===== config.mk =====
export PLATFORM = sky130hd
export DESIGN_NAME = vpe_ctrl
export DESIGN_NICKNAME = d
export VERILOG_FILES = /design/src/design/vpe_pkg.sv /design/src/design/vpe_ctrl.sv
export SDC_FILE = /design/constraint.sdc
export NUM_CORES = 1
export LEC_CHECK = 0
export ABC_AREA = 1
export BUFFER_PORTS_ARGS = -buffer_cell sky130_fd_sc_hd__buf_4
export CORE_AREA = 3 3 40 42
export DETAILED_ROUTE_END_ITERATION = 10
export DIE_AREA = 0 0 43 45
export PLACE_DENSITY = 0.63
export SLEW_MARGIN = 20
export SYNTH_ARGS = -nofsm -noshare
export SYNTH_HDL_FRONTEND = slang
export SYNTH_SLANG_ARGS = --single-unit

===== constraint.sdc =====
create_clock -name clk -period 1.5 [get_ports clk]
set_clock_uncertainty 0.15 [all_clocks]
set_input_delay 0.225 -clock clk [delete_from_list [all_inputs] [get_ports clk]]
set_output_delay 0.225 -clock clk [all_outputs]
set_load 0.02 [all_outputs]

===== src/design/vpe_pkg.sv =====
// Shared types and constants for the velocity profile point evaluator.
// No dependencies; vpe_ctrl, vpe_dp and the top level refer to it by scoped names.
`default_nettype none
package vpe_pkg;

	localparam int unsigned MAX_POINTS = 32;

	localparam logic OP_LOAD = 1'b0;
	localparam logic OP_EVAL = 1'b1;

	localparam logic [1:0] ST_OK    = 2'd0;
	localparam logic [1:0] ST_COUNT = 2'd1;
	localparam logic [1:0] ST_ORDER = 2'd2;
	localparam logic [1:0] ST_RANGE = 2'd3;

	// divider: numerator is |dv| in Q16 plus half of dt, divisor is dt
	localparam int unsigned DIV_NW = 50;
	localparam int unsigned DIV_DW = 32;

	localparam logic [3:0] DP_NOP = 4'd0;
	localparam logic [3:0] DP_WR  = 4'd1;
	localparam logic [3:0] DP_LD  = 4'd2;
	localparam logic [3:0] DP_RD  = 4'd3;
	localparam logic [3:0] DP_CHK = 4'd4;
	localparam logic [3:0] DP_ACC = 4'd5;
	localparam logic [3:0] DP_DGO = 4'd6;
	localparam logic [3:0] DP_M1  = 4'd7;
	localparam logic [3:0] DP_M2  = 4'd8;
	localparam logic [3:0] DP_M3  = 4'd9;
	localparam logic [3:0] DP_M4  = 4'd10;
	localparam logic [3:0] DP_M5  = 4'd11;
	localparam logic [3:0] DP_FIN = 4'd12;

	typedef struct packed {
		logic [3:0] op;
	} cmd_t;

	typedef struct packed {
		logic cnt_bad;
		logic last;
		logic div_done;
	} sts_t;

endpackage
`default_nettype wire


===== src/design/vpe_ctrl.sv =====
// Controller state machine: sequences loads, the point walk, the division and the
// final multiplies. Depends on vpe_pkg.
`default_nettype none
module vpe_ctrl (
	input  wire logic           clk,
	input  wire logic           arst_n,
	input  wire logic           item_valid,
	input  wire logic           item_operation,
	output logic                item_ready,
	output logic                result_valid,
	input  wire logic           result_ready,
	output vpe_pkg::cmd_t       cmd,
	input  wire vpe_pkg::sts_t  sts
);
	localparam logic [3:0] S_IDLE = 4'd0;
	localparam logic [3:0] S_CKN  = 4'd1;
	localparam logic [3:0] S_RD   = 4'd2;
	localparam logic [3:0] S_CHK  = 4'd3;
	localparam logic [3:0] S_ACC  = 4'd4;
	localparam logic [3:0] S_DGO  = 4'd5;
	localparam logic [3:0] S_DW   = 4'd6;
	localparam logic [3:0] S_M1   = 4'd7;
	localparam logic [3:0] S_M2   = 4'd8;
	localparam logic [3:0] S_M3   = 4'd9;
	localparam logic [3:0] S_M4   = 4'd10;
	localparam logic [3:0] S_M5   = 4'd11;
	localparam logic [3:0] S_FIN  = 4'd12;

	logic [3:0] state_q;
	logic [3:0] state_n;
	logic       rvalid_q;

	always_comb begin
		state_n    = state_q;
		cmd.op     = vpe_pkg::DP_NOP;
		item_ready = 1'b0;
		case (state_q)
			S_IDLE: begin
				item_ready = 1'b1;
				if (item_valid) begin
					if (item_operation == vpe_pkg::OP_EVAL) begin
						cmd.op  = vpe_pkg::DP_LD;
						state_n = S_CKN;
					end else begin
						cmd.op = vpe_pkg::DP_WR;
					end
				end
			end
			S_CKN: state_n = sts.cnt_bad ? S_FIN : S_RD;
			S_RD: begin
				cmd.op  = vpe_pkg::DP_RD;
				state_n = S_CHK;
			end
			S_CHK: begin
				cmd.op  = vpe_pkg::DP_CHK;
				state_n = S_ACC;
			end
			S_ACC: begin
				cmd.op  = vpe_pkg::DP_ACC;
				state_n = sts.last ? S_DGO : S_RD;
			end
			S_DGO: begin
				cmd.op  = vpe_pkg::DP_DGO;
				state_n = S_DW;
			end
			S_DW: begin
				if (sts.div_done) begin
					state_n = S_M1;
				end
			end
			S_M1: begin
				cmd.op  = vpe_pkg::DP_M1;
				state_n = S_M2;
			end
			S_M2: begin
				cmd.op  = vpe_pkg::DP_M2;
				state_n = S_M3;
			end
			S_M3: begin
				cmd.op  = vpe_pkg::DP_M3;
				state_n = S_M4;
			end
			S_M4: begin
				cmd.op  = vpe_pkg::DP_M4;
				state_n = S_M5;
			end
			S_M5: begin
				cmd.op  = vpe_pkg::DP_M5;
				state_n = S_FIN;
			end
			S_FIN: begin
				if (!rvalid_q || result_ready) begin
					cmd.op  = vpe_pkg::DP_FIN;
					state_n = S_IDLE;
				end
			end
			default: state_n = S_IDLE;
		endcase
	end

	always_ff @(posedge clk or negedge arst_n) begin
		if (!arst_n) begin
			state_q  <= S_IDLE;
			rvalid_q <= 1'b0;
		end else begin
			state_q <= state_n;
			if (cmd.op == vpe_pkg::DP_FIN) begin
				rvalid_q <= 1'b1;
			end else if (result_ready) begin
				rvalid_q <= 1'b0;
			end
		end
	end

	assign result_valid = rvalid_q;
endmodule
`default_nettype wire


==> metrics, run 1 <==
Syn Nets=77; mapped cell area=425.4 sq um; Core ar.=1285 sq um; first-pass GRT wire length=2318 um; DR vias/cell=5.035; DR WL/cell=12.06 um; Vias=574; crit path time final=1683 ps; clk slew on worst S/H paths=40 ps; post-route worst setup slack=-183.1 ps; IO Count=14; final worst-path cycle share=112.2%; r2r endpoint=state_q[0]; kind of end point of the critical path=primary output; Critical Path End=cmd[2]; internal cell power=0.8678 mW; R2R setup slack=80 ps; # fillers=130; global-route usage over all layers=16.43%; Area contributors post-synth=dfrtp_1 (29%), nand2_1 (13%), inv_1 (11%); Reg area=130.1 sq um; Final Hold Vio Count=0; Syn Area/Cell=6.165 sq um; CP max FO=6; Placement Cell Area=586.8 sq um; Hold WC Path Type=in -> reg; starting DRC count in detailed routing=7; clk_lat worst skew=240 ps; Seq/Total Area, Yosys=29.41%; most numerous cell in the Yosys netlist=nand2_1; Critical Path AT=1310 ps; Power, Total=1.668 mW; RSZ-0062 raised after global routing=yes; Max-Cap Viols=0; area of the multi-input gates=297.8 sq um; Slowest cell on crit path=dfrtp_2; DP Worst Slack=8.877 ps; GR Overflow Total=0; Crit Path Class=reg -> out; share of layout cells above drive strength 1=50.51%; Startpoint Class=flip-flop; htree depth=1; Final #Nets=108; clock buffer depth=2; NetSw=0.8004 mW; CTS buffer count=3; num rows=13; dominant synthesized flop cell=dfrtp_1; Net Sw Frac=47.98%; status=finished with violations; Slew Viols, Final=0; slew margin rel.=81.87%; Clock Power Share=9.3%; synthesis-to-layout area growth=72.35%; GP Congestion=0.7836; fin util=57.06%; Netlist cell types=17; die area=1935 sq um; Final HPWL DP=948.1 um; largest net degree at the start of global routing=7; Comb power frac=72.7%; #FFs+latches synth=5; Root Driver=clkbuf_4; Initial Util=33.11%; CTS tree=built; clock tree sinks=5; fmax=0.5941 GHz; Final ANT Viol Nets=0; Pwr Density=2275 nW/um^2; DR DRC count=0; initial antenna violation count=0; Static Leak=0.3769 nW; cell taking the most area after synthesis=dfrtp_1; Post-Route WL=1375 um; reg2reg start=state_q[0]; Final Instance Area=733.2 sq um; failing checks=negative setup slack; crit path from=state_q[2]; EDFF count, synth=0; Worst EP required=1120 ps; hold slack=50.26 ps; cells on worst reg2reg path=7; Post-Syn Instances=69; VDD IR max=0.9320 mV; Die Height=45 um; top-area cell type share of the netlist area=29.41%; number of port buffers=13; Ant. Diodes=0; critical-path cell list=nand2_1 -> inv_1 -> o211ai_1 -> o221ai_1 -> buf_4; DRT Pass-1 Iters=4; Die W=43 um; biggest cell delay along the critical path=440 ps; Flop pwr share=18.0%; Worst-Margin Slew=270.7 ps; commonest cells in the netlist=nand2_1 (15), inv_1 (12), nor2_1 (11); # setup viols final=5; vias in the first global route=570; Syn. warnings=0; ys async rst share=100.0%
[worst max-delay path, delay by kind of cell (launching register included)]
family          cells  cell delay, ps
flops               1             440
compound gates      2             310
simple gates        1              80
buf+inv             2             230
[cell families (layout without fill, tap and decap cells)]
family	count (synthesis)	in the layout	synth area share, %
buf+inv	13	43	11.47
compound gates	10	10	15.59
simple gates	41	41	43.53
flops	5	5	29.41
[stage by stage]
stage | cells | setup TNS [ps]
2_1_floorplan | 69 | 0
3_3_place_gp | 102 | -14.76
3_5_place_dp | 102 | 0
4_1_cts | 113 | -652.8
5_1_grt | 114 | -1057
6_report | 114 | -667.6
[placed cells by master, fill, tap and decap left out, types with 3 or more instances in the layout]
cell type and count:
buf_4 22, nand2_1 10, inv_1 8, nor2_1 8
nand3_1 7, inv_2 4, nand2_2 4, o21ai_0 4
dfrtp_2 4, nor2_2 3, clkbuf_4 3, buf_6 3
[registers in the layout (all words and copies together) (netlist names)]
name          cells
state_q           4
result_valid      1
[worst min-delay path by stage]
stage                 start           end  cells past startpoint
6_report       result_ready  result_valid                      2
5_1_grt        result_ready  result_valid                      2
3_5_place_dp         arst_n  result_valid                      1
2_1_floorplan        arst_n  result_valid                      0
4_1_cts        result_ready  result_valid                      2
3_3_place_gp         arst_n  result_valid                      1
[power groups by stage]
| stage | combinational, mW | clock (mW) | sequential (mW) |
|---|---|---|---|
| global route | 1.31 | 0.170 | 0.316 |
| floorplan | 0.558 | 0 | 0.263 |
| global placement | 0.928 | 0 | 0.268 |
| detailed placement | 0.923 | 0 | 0.268 |
| finish | 1.21 | 0.155 | 0.301 |
| CTS | 1.11 | 0.161 | 0.282 |
[final cells by class]
cell class / instances / area share, %
inverter: 13 / 6.997
clock buffer: 4 / 3.584
multi-input combinational: 51 / 40.61
sequential: 5 / 17.75
tap: 15 / 2.560
timing repair buffer: 26 / 28.50
[metal layers]
layer,GRT usage [%],wire (um)
met1,16.71,546
met2,29.34,770
met3,3.586,45
met4,12.65,12
met5,0,0
[timing repair]
action                                  in CTS  in global routing
hold buffers                                 1                  0
pin swaps                                    4                  1
endpoints found under the hold margin        5                  0
resized for setup                           16                  8
setup buffers                                6                  1
endpoints found under the setup margin       5                  8
No activity file was read; power rests on OpenSTA's default activity.
==> run 2: changes to the inputs <==
Settings changed: RECOVER_POWER set to 50.
==> metrics, run 2 (synthesis results as in run 1) <==
# setup viols final=5 (unchanged); Final ANT Viol Nets=0 (unchanged); DR vias/cell=5.026 (was 5.035); Final Instance Area=729.5 sq um (was 733.2 sq um); crit path from=state_q[2] (unchanged); cells on worst reg2reg path=7 (unchanged); GR Overflow Total=0 (unchanged); status=finished with violations (unchanged); kind of end point of the critical path=primary output (unchanged); clk_lat worst skew=240 ps (about the same); # fillers=132 (was 130); Final HPWL DP=948.1 um (unchanged); Critical Path AT=1310 ps (about the same); vias in the first global route=570 (unchanged); Reg with most FFs=state_q (unchanged); critical-path cell list=nand2_1 -> inv_1 -> o211ai_1 -> o221ai_1 -> buf_4 (unchanged); final setup TNS=-668.8 ps (was -667.6 ps); fmax=0.5941 GHz (about the same); Initial Util=33.11% (unchanged); Ant. Diodes=0 (unchanged); first-pass GRT wire length=2318 um (unchanged); number of port buffers=13 (unchanged); Post-Layout Cell Count=114 (unchanged); met3 routed WL=45 um (unchanged); Die Height=45 um (unchanged); Static Leak=0.3732 nW (was 0.3769 nW); starting DRC count in detailed routing=7 (unchanged); die area=1935 sq um (unchanged); reg2reg start=state_q[0] (unchanged); clock buffer depth=2 (unchanged); DRT met1 WL=549 um (was 546 um); clock tree sinks=5 (unchanged); htree depth=1 (unchanged); Root Driver=clkbuf_4 (unchanged); Slew Viols, Final=0 (unchanged); Largest register FFs=4 (unchanged); post-route worst setup slack=-183.2 ps (was -183.1 ps); num rows=13 (unchanged); initial antenna violation count=0 (unchanged); Crit Path Class=reg -> out (unchanged); Die W=43 um (unchanged); Worst EP required=1120 ps (about the same); most frequent cells in the layout=buf_4 (21), nand2_1 (10), inv_1 (8), nor2_1 (8), nand3_1 (7) (was buf_4 (22), nand2_1 (10), inv_1 (8), nor2_1 (8), nand3_1 (7)); synthesis-to-layout area growth=71.47% (was 72.35%); CTS tree=built (unchanged); hold slack=49.20 ps (was 50.26 ps); VDD IR max=0.9319 mV (was 0.9320 mV); DP Worst Slack=8.877 ps (unchanged); most common cell after layout, fill and taps aside=buf_4 (unchanged); r2r endpoint=state_q[0] (unchanged); final worst-path cycle share=112.2% (about the same); Max-Cap Viols=0 (unchanged); Final Hold Vio Count=0 (unchanged); share of layout cells above drive strength 1=49.49% (was 50.51%); CP max FO=6 (unchanged); Startpoint Class=flip-flop (unchanged); fin util=56.77% (was 57.06%); slew margin rel.=81.87% (unchanged); GP Congestion=0.7836 (unchanged); largest net degree at the start of global routing=7 (unchanged); Vias=573 (was 574); failing checks=negative setup slack (unchanged); DR DRC count=0 (unchanged); Pwr Density=2286 nW/um^2 (was 2275 nW/um^2); RSZ-0062 raised after global routing=yes (unchanged); biggest cell delay along the critical path=440 ps (about the same); clk slew on worst S/H paths=40 ps (about the same); R2R setup slack=80 ps (about the same); Critical Path End=cmd[2] (unchanged); Worst-Margin Slew=270.7 ps (unchanged); Core ar.=1285 sq um (unchanged); global-route usage over all layers=16.43% (unchanged); Slowest cell on crit path=dfrtp_2 (unchanged); Top Metal Used=met4 (unchanged); crit path time final=1683 ps (about the same); Post-Route WL=1378 um (was 1375 um); Post-Place Cells=102 (unchanged); Hold WC Path Type=in -> reg (unchanged); IO Count=14 (unchanged); DR WL/cell=12.09 um (was 12.06 um); Power, Total=1.668 mW (about the same); CTS buffer count=3 (unchanged); Placement Cell Area=586.8 sq um (unchanged); WL met2=769 um (was 770 um); Final #Nets=108 (unchanged); DRT Pass-1 Iters=4 (unchanged)
-- run 2: cell types whose count changed in the layout (fill, tap and decap cells not counted), sizes merged --
cell,previous run,this run
buf,25,24
clkbuf,4,5
-- run 2: worst min path at each step --
stage	startpoint	end	slack (ps)	depth (start not counted)
floorplan	arst_n	result_valid	-220	0
global placement	arst_n	result_valid	-120	1
detailed placement	arst_n	result_valid	-120	1
CTS	result_ready	result_valid	50	2
global route	result_ready	result_valid	50	2
finish	result_ready	result_valid	50	2
-- run 2: layout make-up --
class	count	area [sq um]	area share, %
multi-input cells	51	297.8	40.82
repair buffers	26	205.2	28.13
flip-flops and latches	5	130.1	17.84
inverters	13	51.30	7.033
clock buffers	4	26.28	3.602
well taps	15	18.77	2.573
-- run 2: power breakdown --
| part | switching [mW] | leakage, nW | internal (mW) |
|---|---|---|---|
| clock | 0.0547 | 0.0150 | 0.101 |
| sequential | 0.0971 | 0.0590 | 0.204 |
| combinational | 0.649 | 0.299 | 0.562 |
-- run 2: routing by layer --
metal	global-route usage, %	vias to the layer above
met5	0	-
met4	12.65	0
met1	16.71	269
met3	3.586	2
met2	29.34	13
li1	-	289
-- run 2: worst max-delay path: cells and delay by family, from the launching register on --
family	cells	cell delay, ps
flip-flops	1	440
AND/OR/NAND/NOR	1	80
AO/OA/AOI/OAI	2	310
buffers and inverters	2	230
-- run 2: timing repair --
action                     4_1_cts  5_1_grt
setup endpoints to repair        5        8
hold endpoints to repair         5        0
hold buffers                     1        0
pin swaps                        4        1
buffers inserted                 6        1
resized for setup               16        8
